<file path="src/hdl/b58d_pkg.sv">
// Shared types, constants and alphabet lookup for the Base58 decoder.
package b58d_pkg;

  // Accumulator geometry: bytes are held in rows of eight
  localparam int MAX_BYTES = 64;
  localparam int ROW_BYTES = 8;
  localparam int ROW_BITS  = ROW_BYTES * 8;
  localparam int NUM_ROWS  = MAX_BYTES / ROW_BYTES;
  localparam int IDX_W     = $clog2(MAX_BYTES);
  localparam int ROW_W     = $clog2(NUM_ROWS);
  localparam int CNT_W     = $clog2(MAX_BYTES + 1);
  localparam int POS_W     = $clog2(ROW_BYTES + 1);

  // Digit arithmetic
  localparam int RADIX     = 58;
  localparam int DIGIT_W   = 6;
  localparam int CARRY_W   = 6;
  localparam int MAC_W     = 14;
  localparam int NUM_SYMS  = 58;

  // Symbol k sits at bits [8*(NUM_SYMS-1-k) +: 8]
  localparam logic [8*NUM_SYMS-1:0] ALPHA_STD =
    "123456789ABCDEFGHJKLMNPQRSTUVWXYZabcdefghijkmnopqrstuvwxyz";
  localparam logic [8*NUM_SYMS-1:0] ALPHA_ALT =
    "rpshnaf39wBUDNEGHJKLM4PQRST7VWXYZ2bcdeCg65jkm8oFqi1tuvAxyz";

  typedef enum logic [1:0] {
    PH_LEAD,
    PH_ZERO,
    PH_DIGIT,
    PH_TRAIL
  } phase_e;

  typedef enum logic [1:0] {
    ST_OK,
    ST_INVALID,
    ST_EXTRA,
    ST_OVERFLOW
  } status_e;

  typedef enum logic [3:0] {
    S_IDLE,
    S_FOLD_RD,
    S_FOLD,
    S_END,
    S_TRIM_RD,
    S_TRIM_CHK,
    S_DECIDE,
    S_ZEROS,
    S_ROW_RD,
    S_BYTES,
    S_SINGLE
  } fsm_e;

  typedef struct packed {
    logic               hit;
    logic [DIGIT_W-1:0] value;
  } digit_t;

  // Result of folding one accumulator row
  typedef struct packed {
    logic [ROW_BITS-1:0] data;
    logic [CARRY_W-1:0]  carry;
    logic [POS_W-1:0]    hi_pos;   // bytes of the row reached by a carry
  } fold_res_t;

  function automatic logic is_space(input logic [7:0] c);
    return (c == 8'd32) || ((c >= 8'd9) && (c <= 8'd13));
  endfunction

  function automatic digit_t digit_lookup(input logic sel, input logic [7:0] c);
    digit_t                  res;
    logic [8*NUM_SYMS-1:0]   tab;
    res = '0;
    tab = sel ? ALPHA_ALT : ALPHA_STD;
    for (int k = 0; k < NUM_SYMS; k++) begin
      if (tab[8*(NUM_SYMS-1-k) +: 8] == c) begin
        res.hit   = 1'b1;
        res.value = DIGIT_W'(k);
      end
    end
    return res;
  endfunction

endpackage

</file>
<file path="src/hdl/b58d_fold_row.sv">
// Shared multiply-accumulate unit: one accumulator row times 58 plus carry.
module b58d_fold_row import b58d_pkg::*; (
  input  logic [ROW_BITS-1:0]  row_i,
  input  logic [ROW_BYTES-1:0] live_i,
  input  logic [CARRY_W-1:0]   carry_i,
  output fold_res_t            res_o
);

  logic [CARRY_W-1:0] carry [ROW_BYTES+1];
  logic [MAC_W-1:0]   prod  [ROW_BYTES];
  logic [7:0]         byte_in [ROW_BYTES];

  // Byte chain, least significant first; bytes past the used length read as zero
  always_comb begin
    carry[0] = carry_i;
    for (int j = 0; j < ROW_BYTES; j++) begin
      byte_in[j]   = live_i[j] ? row_i[8*j +: 8] : 8'd0;
      prod[j]      = MAC_W'(byte_in[j]) * MAC_W'(RADIX) + MAC_W'(carry[j]);
      carry[j+1]   = prod[j][MAC_W-1:8];
    end
  end

  // Pack the result and find how far the carry reached in this row
  always_comb begin
    res_o.carry  = carry[ROW_BYTES];
    res_o.hi_pos = '0;
    for (int j = 0; j < ROW_BYTES; j++) begin
      res_o.data[8*j +: 8] = prod[j][7:0];
      if (carry[j] != '0) begin
        res_o.hi_pos = POS_W'(j + 1);
      end
    end
  end

endmodule

</file>
<file path="src/hdl/base58_decoder.sv">
// Top level of the streaming Base58 decoder.
// Base58 decoder taking one character per item and returning the decoded
// bytes, most significant first, once the item flagged last_char_i arrives.
// The input is ready only in the idle state. A whitespace, zero-digit or
// error-ignored character that is not the last leaves the block idle. A
// significant digit is folded into the 64-byte accumulator (eight rows of
// eight bytes in a local memory) by one shared row multiply-accumulate unit:
// the digit is accepted, a memory read follows, then one row is folded per
// step for each row the carry or the used length touch (1 to 8). At the end
// of a string the path is picked, then the top row holding a nonzero byte is
// found by scanning rows downward, each with a read and a check step, then
// the length is checked; zero bytes then leave at one per cycle and
// significant bytes at one per cycle, with a memory read ahead of each row,
// while the output is not stalled. An error or an empty string gives one item.
// The accumulator is never swept: bytes beyond the used length read as zero.
module base58_decoder import b58d_pkg::*; (
  input  logic       clk_i,
  input  logic       rst_ni,
  input  logic       cfg_we_i,
  input  logic       cfg_data_i,
  input  logic       in_valid_i,
  output logic       in_stall_o,
  input  logic [7:0] char_code_i,
  input  logic       last_char_i,
  output logic       out_valid_o,
  input  logic       out_stall_i,
  output logic [7:0] data_byte_o,
  output logic       last_byte_o,
  output logic [1:0] status_o,
  output logic       empty_result_o
);

  fsm_e                state_q, state_d;
  phase_e              phase_q, phase_d;
  status_e             err_q, err_d;
  logic [CNT_W-1:0]    zc_q, zc_d;
  logic [CNT_W-1:0]    used_q, used_d;
  logic [CNT_W-1:0]    n_q, n_d;
  logic [ROW_W-1:0]    row_q, row_d;
  logic [CARRY_W-1:0]  carry_q, carry_d;
  logic                last_q, last_d;
  logic                alpha_q;

  logic                out_valid_q;
  logic [7:0]          out_byte_q;
  logic                out_last_q;
  status_e             out_status_q;
  logic                out_empty_q;

  logic                in_acc;
  logic                out_free;
  logic                sp;
  digit_t              dig;
  logic                do_fold;
  logic                fold_cont;
  logic                fold_ovf;
  logic                trim_hit;
  logic [CNT_W-1:0]    trim_n;
  logic [CNT_W:0]      total;
  logic [IDX_W-1:0]    emit_idx;
  logic [CNT_W-1:0]    next_base;
  logic [CNT_W-1:0]    cand;

  // Memory port controls and output load
  logic                mem_re, mem_we;
  logic [ROW_W-1:0]    mem_raddr;
  logic [ROW_BITS-1:0] rd_q;
  logic [ROW_BYTES-1:0] live;
  fold_res_t           fold;
  logic                out_load;
  logic [7:0]          load_byte;
  logic                load_last;
  status_e             load_status;
  logic                load_empty;

  logic [ROW_BITS-1:0] acc_mem [NUM_ROWS];

  assign in_acc   = in_valid_i && !in_stall_o;
  assign out_free = !out_valid_q || !out_stall_i;
  assign sp       = is_space(char_code_i);
  assign dig      = digit_lookup(alpha_q, char_code_i);
  assign total    = (CNT_W+1)'(zc_q) + (CNT_W+1)'(n_q);
  assign emit_idx = IDX_W'(n_q - CNT_W'(1));

  // Bytes of the current row that lie below the used length
  always_comb begin
    for (int j = 0; j < ROW_BYTES; j++) begin
      live[j] = (CNT_W'({row_q, 3'(j)}) < used_q);
    end
  end

  b58d_fold_row u_fold (
    .row_i   (rd_q),
    .live_i  (live),
    .carry_i (carry_q),
    .res_o   (fold)
  );

  // Fold control: carry out of the row and the old used length decide
  assign next_base = CNT_W'({row_q, 3'b000}) + CNT_W'(ROW_BYTES);
  assign cand      = CNT_W'({row_q, 3'b000}) + CNT_W'(fold.hi_pos);
  assign fold_cont = ((fold.carry != '0) || (next_base < used_q)) &&
                     (row_q != ROW_W'(NUM_ROWS - 1));
  assign fold_ovf  = (fold.carry != '0) && (row_q == ROW_W'(NUM_ROWS - 1));

  // Highest nonzero live byte of the row under scan
  always_comb begin
    trim_hit = 1'b0;
    trim_n   = '0;
    for (int j = 0; j < ROW_BYTES; j++) begin
      if (live[j] && (rd_q[8*j +: 8] != 8'd0)) begin
        trim_hit = 1'b1;
        trim_n   = CNT_W'({row_q, 3'(j)}) + CNT_W'(1);
      end
    end
  end

  // Character classification for the accepted item
  always_comb begin
    phase_d = phase_q;
    err_d   = err_q;
    zc_d    = zc_q;
    do_fold = 1'b0;
    if (in_acc && (err_q == ST_OK)) begin
      if (phase_q == PH_TRAIL) begin
        if (!sp) err_d = ST_EXTRA;
      end else if (sp) begin
        if (phase_q != PH_LEAD) phase_d = PH_TRAIL;
      end else if (!dig.hit) begin
        err_d = ST_INVALID;
      end else if ((phase_q != PH_DIGIT) && (dig.value == '0)) begin
        phase_d = PH_ZERO;
        if (zc_q >= CNT_W'(MAX_BYTES)) begin
          err_d = ST_OVERFLOW;
        end else begin
          zc_d = zc_q + CNT_W'(1);
        end
      end else begin
        phase_d = PH_DIGIT;
        do_fold = 1'b1;
      end
    end
  end

  // Next state
  always_comb begin
    state_d = state_q;
    unique case (state_q)
      S_IDLE: begin
        if (in_acc) begin
          if (do_fold)          state_d = S_FOLD_RD;
          else if (last_char_i) state_d = S_END;
        end
      end
      S_FOLD_RD: state_d = S_FOLD;
      S_FOLD: begin
        if (!fold_cont) state_d = last_q ? S_END : S_IDLE;
      end
      S_END: begin
        if (err_q != ST_OK)      state_d = S_SINGLE;
        else if (used_q == '0)   state_d = S_DECIDE;
        else                     state_d = S_TRIM_RD;
      end
      S_TRIM_RD: state_d = S_TRIM_CHK;
      S_TRIM_CHK: begin
        if (trim_hit || (row_q == '0)) state_d = S_DECIDE;
        else                           state_d = S_TRIM_RD;
      end
      S_DECIDE: begin
        if ((total > (CNT_W+1)'(MAX_BYTES)) || (total == '0)) state_d = S_SINGLE;
        else if (zc_q != '0)                                 state_d = S_ZEROS;
        else                                                 state_d = S_ROW_RD;
      end
      S_ZEROS: begin
        if (out_free && (zc_q == CNT_W'(1))) begin
          state_d = (n_q == '0) ? S_IDLE : S_ROW_RD;
        end
      end
      S_ROW_RD: state_d = S_BYTES;
      S_BYTES: begin
        if (out_free) begin
          if (n_q == CNT_W'(1))          state_d = S_IDLE;
          else if (emit_idx[2:0] == '0)  state_d = S_ROW_RD;
        end
      end
      S_SINGLE: begin
        if (out_free) state_d = S_IDLE;
      end
      default: state_d = S_IDLE;
    endcase
  end

  // Memory port and output register controls
  always_comb begin
    mem_re      = 1'b0;
    mem_we      = 1'b0;
    mem_raddr   = row_q;
    out_load    = 1'b0;
    load_byte   = 8'd0;
    load_last   = 1'b0;
    load_status = ST_OK;
    load_empty  = 1'b0;
    unique case (state_q)
      S_FOLD_RD, S_TRIM_RD: begin
        mem_re = 1'b1;
      end
      S_FOLD: begin
        mem_we    = 1'b1;
        mem_re    = fold_cont;
        mem_raddr = row_q + ROW_W'(1);
      end
      S_ROW_RD: begin
        mem_re    = 1'b1;
        mem_raddr = emit_idx[IDX_W-1:3];
      end
      S_ZEROS: begin
        out_load  = out_free;
        load_last = (zc_q == CNT_W'(1)) && (n_q == '0);
      end
      S_BYTES: begin
        out_load  = out_free;
        load_byte = rd_q[8*emit_idx[2:0] +: 8];
        load_last = (n_q == CNT_W'(1));
      end
      S_SINGLE: begin
        out_load    = out_free;
        load_last   = 1'b1;
        load_status = err_q;
        load_empty  = 1'b1;
      end
      default: begin
      end
    endcase
  end

  // Working register next values
  always_comb begin
    used_d  = used_q;
    n_d     = n_q;
    row_d   = row_q;
    carry_d = carry_q;
    last_d  = last_q;
    unique case (state_q)
      S_IDLE: begin
        if (in_acc) begin
          last_d  = last_char_i;
          row_d   = '0;
          carry_d = CARRY_W'(dig.value);
        end
      end
      S_FOLD: begin
        carry_d = fold.carry;
        if ((fold.hi_pos != '0) && (cand > used_q)) used_d = cand;
        if (fold_cont) row_d = row_q + ROW_W'(1);
      end
      S_END: begin
        n_d   = '0;
        row_d = ROW_W'((used_q - CNT_W'(1)) >> 3);
      end
      S_TRIM_CHK: begin
        if (trim_hit)            n_d   = trim_n;
        else if (row_q != '0)    row_d = row_q - ROW_W'(1);
      end
      S_BYTES: begin
        if (out_free) n_d = n_q - CNT_W'(1);
      end
      default: begin
      end
    endcase
  end

  // Control registers
  always_ff @(posedge clk_i or negedge rst_ni) begin
    if (!rst_ni) begin
      state_q <= S_IDLE;
      phase_q <= PH_LEAD;
      err_q   <= ST_OK;
      zc_q    <= '0;
      used_q  <= '0;
      n_q     <= '0;
      row_q   <= '0;
      carry_q <= '0;
      last_q  <= 1'b0;
      alpha_q <= 1'b0;
    end else begin
      state_q <= state_d;
      n_q     <= n_d;
      row_q   <= row_d;
      carry_q <= carry_d;
      last_q  <= last_d;
      if (cfg_we_i) alpha_q <= cfg_data_i;
      if ((state_q != S_IDLE) && (state_d == S_IDLE) && (state_q != S_FOLD || last_q)) begin
        // string finished: clear for the next one
        phase_q <= PH_LEAD;
        err_q   <= ST_OK;
        zc_q    <= '0;
        used_q  <= '0;
      end else if (state_q == S_IDLE) begin
        phase_q <= phase_d;
        err_q   <= err_d;
        zc_q    <= zc_d;
      end else begin
        used_q <= used_d;
        if (state_q == S_FOLD && fold_ovf) err_q <= ST_OVERFLOW;
        if (state_q == S_DECIDE && total > (CNT_W+1)'(MAX_BYTES)) err_q <= ST_OVERFLOW;
        if (state_q == S_ZEROS && out_free) zc_q <= zc_q - CNT_W'(1);
      end
    end
  end

  // Accumulator rows
  always_ff @(posedge clk_i) begin
    if (mem_we) acc_mem[row_q] <= fold.data;
    if (mem_re) rd_q <= acc_mem[mem_raddr];
  end

  // Output register
  always_ff @(posedge clk_i or negedge rst_ni) begin
    if (!rst_ni) begin
      out_valid_q <= 1'b0;
    end else if (out_load) begin
      out_valid_q <= 1'b1;
    end else if (!out_stall_i) begin
      out_valid_q <= 1'b0;
    end
  end

  always_ff @(posedge clk_i) begin
    if (out_load) begin
      out_byte_q   <= load_byte;
      out_last_q   <= load_last;
      out_status_q <= load_status;
      out_empty_q  <= load_empty;
    end
  end

  assign in_stall_o     = (state_q != S_IDLE);
  assign out_valid_o    = out_valid_q;
  assign data_byte_o    = out_byte_q;
  assign last_byte_o    = out_last_q;
  assign status_o       = out_status_q;
  assign empty_result_o = out_empty_q;

endmodule

</file>
<file path="config.mk">
export PLATFORM = sky130hd
export DESIGN_NAME = base58_decoder
export DESIGN_NICKNAME = d
export VERILOG_FILES = /design/src/hdl/b58d_pkg.sv /design/src/hdl/b58d_fold_row.sv /design/src/hdl/base58_decoder.sv
export SDC_FILE = /design/constraint.sdc
export NUM_CORES = 2
export LEC_CHECK = 0
export BUFFER_PORTS_ARGS = -buffer_cell sky130_fd_sc_hd__buf_2
export CELL_PAD_IN_SITES_DETAIL_PLACEMENT = 1
export CELL_PAD_IN_SITES_GLOBAL_PLACEMENT = 1
export CORE_AREA = 2 2 315 317
export DETAILED_ROUTE_END_ITERATION = 16
export DIE_AREA = 0 0 317 319
export PLACE_DENSITY = 0.65
export SYNTH_ARGS = -nofsm -noshare
export SYNTH_HDL_FRONTEND = slang
export SYNTH_SLANG_ARGS = --single-unit
</file>
<file path="constraint.sdc">
create_clock -name clk_i -period 22.3 [get_ports clk_i]
set_input_delay 1.115 -clock clk_i [delete_from_list [all_inputs] [get_ports clk_i]]
set_output_delay 1.115 -clock clk_i [all_outputs]
set_load 0.05 [all_outputs]
</file>
* Yosys cells after proc, flatten, opt, wreduce, memory -nomap -nowiden
Memories as Yosys holds them, arrays and structs flattened. A register that Yosys moved wholly into a read port is not among the register bits.
Cells that the tools add are included.
** Storage, ports and cells
- Flip-flop bits (word level) :: 53
- Memories kept :: 1
- Input bits :: 15
- Word-level logic and storage cells :: 406
- Memory bits (writable) :: 512
** Memories
- acc_mem :: words 8, bits a word 64, rd ports 1, clocked after Yosys merged registers in 1, wr ports 1, RTL line base58_decoder.sv:76 : logic [ROW_BITS-1:0] acc_mem [NUM_ROWS];
** Cells by class
- Shift operators :: 1
- Order comparisons :: 14
- Multiplexer cells :: 165
- Equal/unequal tests :: 94
- Reductions and logical operators :: 83
- Add/subtract/negate cells :: 25
- Multipliers :: 8
** Operators by type and width (count)
- $mux 7 :: 81
- $mux 463 :: 1
- $eq 8x8->1 :: 57
- $add 14x6->14 :: 8
- $mul 8x5->13 const B :: 8
- $mux 8 :: 8
- $reduce_bool 8->1 :: 8
- $shiftx 64x7->8 :: 1
- $add 6x1->7 const B :: 8
- $lt 6x7->1 :: 8
- $mux 4 :: 14
- $reduce_bool 6->1 :: 9
- $mux 2 :: 24
- $pmux 4 s11 :: 1
- $mux 3 :: 8
- $logic_and 1x1->1 :: 22
- $mux 1 :: 21
- $ne 3x3->1 const B :: 7
- $pmux 7 s3 :: 1
- $eq 4x3->1 const B :: 4
- $ne 2x2->1 const B :: 8
- $reduce_bool 4->1 :: 4
- $reduce_and 5->1 :: 3
- $eq 7x1->1 const B :: 2
- other kinds (46) :: 74

* Longest topological paths before layout
- Depth in word-level cells :: 75
- Mapped depth :: 86

* Cells and area by module
Synthesis repeated with hierarchy kept, for this count alone.
** Unflattened totals
- Cells, all modules :: 3726
- Area, all modules :: 38803.5 um^2
** By module, submodules not included
- base58_decoder :: times used 1, area each 28466.1 um^2, seq. area each 18682.9 um^2, cells an instance 2474
- b58d_fold_row :: times used 1, area each 10337.4 um^2, seq. area each 0.0 um^2, cells an instance 1252

* Worst setup path after synthesis
Ideal clock, no wire load.
- Kind :: reg2reg
- Start :: reg row_q[1]
- End :: reg rd_q[0], read port of acc_mem, enable pin
- Path buffers :: 3
- Path slack :: 3.381 ns
- Clock period less this slack :: 18.919 ns
- Cell stages (with the launch flop) :: 81
- Library setup time :: 1.043 ns
- Arrival :: 17.876 ns
- Cell sequence :: dfrtp_1 -> ha_1 -> a211oi_1 -> a2bb2oi_2 -> clkbuf_1 -> nand2_1 -> fa_1 -> inv_1 -> ha_1 -> inv_1 -> fa_1 -> inv_1 -> ha_1 -> and4_1 -> o21a_1 -> nor2_1 -> and3b_1 -> xnor2_1 -> [45 not listed] -> a21oi_1 -> nor2b_1 -> o21a_1 -> nand3_1 -> xnor2_1 -> ha_1 -> fa_1 -> a21o_1 -> a21oi_1 -> nor2b_1 -> o211a_1 -> and2_1 -> a311o_1 -> o21a_1 -> o21ai_0 -> a31oi_1 -> nand2_1 -> o21ai_0
** Between the ends
- Longest elaborated chain between the ends :: 15
** Ends and longest elaborated chain
- start, declared :: RTL line base58_decoder.sv:39 : logic [ROW_W-1:0] row_q, row_d;
- start signal, assigned :: RTL line base58_decoder.sv:288 : row_q <= row_d;
- $lt 6x7->1 :: RTL line base58_decoder.sv:88 : live[j] = (CNT_W'({row_q, 3'(j)}) < used_q);
- $mux 8 :: RTL line b58d_fold_row.sv:17 : byte_in[j] = live_i[j] ? row_i[8*j +: 8] : 8'd0;
- $mul 8x5->13 :: RTL line b58d_fold_row.sv:18 : prod[j] = MAC_W'(byte_in[j]) * MAC_W'(RADIX) + MAC_W'(carry[j]);
- $add 14x6->14 (8 in a row) :: RTL line b58d_fold_row.sv:18
- $reduce_bool 6->1 :: RTL line base58_decoder.sv:102 : assign fold_cont = ((fold.carry != '0) || (next_base < used_q)) &&
- $logic_or 1x1->1 :: RTL line base58_decoder.sv:102
- $logic_and 1x1->1 (*) :: RTL line base58_decoder.sv:102
- $pmux 1 s2 (*) :: RTL line base58_decoder.sv:203 : unique case (state_q)
- named net mem_re :: RTL line base58_decoder.sv:65 : logic mem_re, mem_we;
- end, declared :: RTL line base58_decoder.sv:67 : logic [ROW_BITS-1:0] rd_q;
Mark *: on every way through the listed nets, which the timed path passes. The rest lies on a longest branch.
A chain may end at the register's enable or synchronous reset.

* Worst setup path in the final report
- Start :: reg row_q[1]
- End :: reg err_q[0]
** Between the ends
- Longest elaborated chain between the ends :: 21
** Ends and longest elaborated chain
- $lt 6x7->1 :: RTL line base58_decoder.sv:88
- $mux 8 :: RTL line b58d_fold_row.sv:17
- $mul 8x5->13 :: RTL line b58d_fold_row.sv:18
- $add 14x6->14 (8 in a row) :: RTL line b58d_fold_row.sv:18
- $reduce_bool 6->1 :: RTL line base58_decoder.sv:102, base58_decoder.sv:104
- $logic_or 1x1->1 :: RTL line base58_decoder.sv:102
- $logic_and 1x1->1 :: RTL line base58_decoder.sv:102
- $mux 4 :: RTL line base58_decoder.sv:157 : if (!fold_cont) state_d = last_q ? S_END : S_IDLE;
- $pmux 4 s11 :: RTL line base58_decoder.sv:148 : unique case (state_q)
- $logic_not 4->1 :: RTL line base58_decoder.sv:292 : if ((state_q != S_IDLE) && (state_d == S_IDLE) && (state_q != S_FOLD || last_q)) begin
- $logic_and 1x1->1 (2 in a row) :: RTL line base58_decoder.sv:292
- $ne 5x5->1 (no line) (tied with other cells)
- $reduce_and 5->1 (no line)
- end signal, assigned :: RTL line base58_decoder.sv:300 : err_q <= err_d;
- end, declared :: RTL line base58_decoder.sv:35 : status_e err_q, err_d;
Several ways; a longest one is shown, not always the timed one.

==> metrics.yaml <==
run_status: "finished, final reports clean"
post-cts-setup-buffer-count: 0
rows: 115
clk_path_buf_depth: 3
wirelength_um: 112300
cts_buffers: 73
synth_area_per_cell_sq_um: 10.32
grt_usage_pct: 22.40
cp_slowest_cell: "o211a_1"
syn-cell-area_sq_mm: 0.03890
ys.flop_type: "edfxtp_1"
arrival_ns: 19.97
ctsHoldBuffers: 0
synthesis.nets: 4155
num_vias: 28596
antenna_found_initial: 3
overflow: 0
synthCells: 3768
cp-start-kind: "flip-flop"
drtIter0Drc: 1769
diodes: 0
ios: 29
worstPathRequired_ns: 22.79
nets: 4132
whs_path_depth: 2
synth_warnings: 0
viasPerCell: 5.619
synth_seq_cells: 629
syn2layout_area_growth_pct: 9.868
yosys.area.top_type: "edfxtp_1"
ctsResizeCount: 0
wl_per_cell_um: 22.06
worstSetupEndpointType: "flip-flop"
max_cap_viol_count: 0
synth-edff-count: 588
drc: 0
hp-start: "used_q[4]$_DFFE_PN0P_"
initial_core_util_pct: 39.82
finalMaxSlewViolations: 0
place_hpwl_um: 74340
ant_nets: 0
synth_seq_area_share_pct: 48.03
yosys.cell_types.count: 114
grt_first_pass_wirelength_um: 176200
async_flop_share_pct: 6.518
core_sq_mm: 0.09770
hold_violations: 0
clk_latency_ns: 0.63
relSlewSlack_pct: 20.68
port-buffer-count: 28
slowest_delay_ns: 0.75
rr_endpoint: "err_q[0]$_DFFE_PN0P_"
cp_max_fo: 18
min_path_type: "flip-flop to flip-flop"
synth.most_common_cell: "nand2_1"
drive_gt1_share_pct: 6.707
die_w_um: 317
skew_ns: 0.04101
gp_congestion: 0.8775
worst_pin_slew_ns: 1.187
synth_commonest_cells: "746 x nand2_1, 588 x edfxtp_1, 362 x nand3_1"
dr.pass1.iters: 7
reg2reg_depth: 79
cts.sinks: 629
synth_top_area_share_pct: 45.39
clkTransAtPathRegs_ns: 0.06
setup_tns_ns: 0
rsz0062_at_grt: "no"
finalSetupViolCount: 0
grt_max_degree: 75
critPathKind: "flip-flop to flip-flop"
cts_tree: "yes"
synth_area_leaders: "edfxtp_1 45%, ha_1 9.0%, nand2_1 7.2%"
fin_crit_sh_pct: 87.33
reg2reg_from: "row_q[1]$_DFFE_PN0P_"
cts_max_level: 3
grt_pass1_vias: 29615
cts-root-buf: "clkbuf_16"
fin_crit_ns: 19.47
die_area_sq_mm: 0.1011
die_h_um: 319
hold_end: "used_q[4]$_DFFE_PN0P_"
max_freq_mhz: 51.35
reg2reg_slack_ns: 2.83
-- sequential cells by signal, summed over array words and instances, names as in the netlist --
register        flops
phase_q             2
n_q                 7
last_q              1
data_byte_o         8
err_q               2
status_o            2
zc_q                7
last_byte_o         1
carry_q             6
row_q               3
state_q             4
rd_q               64
empty_result_o      1
alpha_q             1
used_q              7
out_valid_o         1
acc_mem           512
-- kinds of logic (layout without fill, tap and decap cells) --
kind of cell,after synthesis,in the layout,synth area share (%)
and+or+nand+nor,1623,1623,19.79
DFF,629,629,48.03
buffers and inverters,400,434,3.885
muxes,30,30,1.293
AOI/OAI and AO/OA,544,544,9.366
adders and majority gates,372,372,13.76
xor gates and xnor gates,170,170,3.882
-- layer usage --
metal	GRT usage, %	part of all wire, %	vias to the layer above
li1	-	-	13382
met1	32.10	48	14524
met2	36.24	46	529
met3	2.595	4.0	161
met4	5.168	2.0	0
met5	0	0	-
-- cells in the final DEF (no fill, tap or decap), types with 33 or more instances in the layout --
master,n
a21oi_1,115
and2_1,48
buf_4,33
clkbuf_16,75
dfrtp_1,41
edfxtp_1,588
fa_1,93
ha_1,279
inv_1,241
nand2_1,744
nand2b_1,37
nand3_1,362
nor2_1,127
nor2b_1,42
nor3_1,39
o21ai_0,161
xnor2_1,105
xor2_1,63
-- critical path, delay by kind of cell, from the launching register on --
kind | cells | cell delay [ns]
AOI/OAI and AO/OA | 31 | 7.21
buffers and inverters | 5 | 0.31
adders and majority gates | 15 | 5.16
DFF | 1 | 0.59
xor gates and xnor gates | 6 | 1.30
and+or+nand+nor | 22 | 4.76
-- layout make-up --
cell class	instances	area, sq um
multi-input cells	2739	18820
inverters	241	904.6
repair buffers	61	387.9
well taps	1287	1610
flip-flops and latches	629	18680
clock buffers	85	1914
clock inverters	47	422.9
fillers	10682	54960
-- per-stage QoR --
step	instances	util (%)	cell area (sq um)	hold slack, ns	setup WS (ns)
after floorplan	3768	-	38900	0.4935	3.381
after global routing	5089	43.75	42740	0.5995	1.228
final	5089	43.75	42740	0.5802	2.826
after global placement	4957	41.35	40400	0.5549	3.423
after detailed placement	4957	41.35	40400	0.5675	2.912
after CTS	5089	43.75	42740	0.5662	2.766
-- worst max-delay path by stage --
stage / start / to / slack (ns)
after floorplan: row_q[1]$_DFFE_PN0P_ / rd_q[0]$_DFFE_PP_ / 3.38
after global placement: row_q[1]$_DFFE_PN0P_ / err_q[0]$_DFFE_PN0P_ / 3.42
after detailed placement: row_q[1]$_DFFE_PN0P_ / err_q[0]$_DFFE_PN0P_ / 2.91
after CTS: row_q[1]$_DFFE_PN0P_ / err_q[0]$_DFFE_PN0P_ / 2.77
after global routing: row_q[1]$_DFFE_PN0P_ / err_q[0]$_DFFE_PN0P_ / 1.23
final: row_q[1]$_DFFE_PN0P_ / err_q[0]$_DFFE_PN0P_ / 2.83
Power is left out: the tool's default activity adds up to more than one toggle a clock period on the data nets, which glitch-free logic cannot reach.
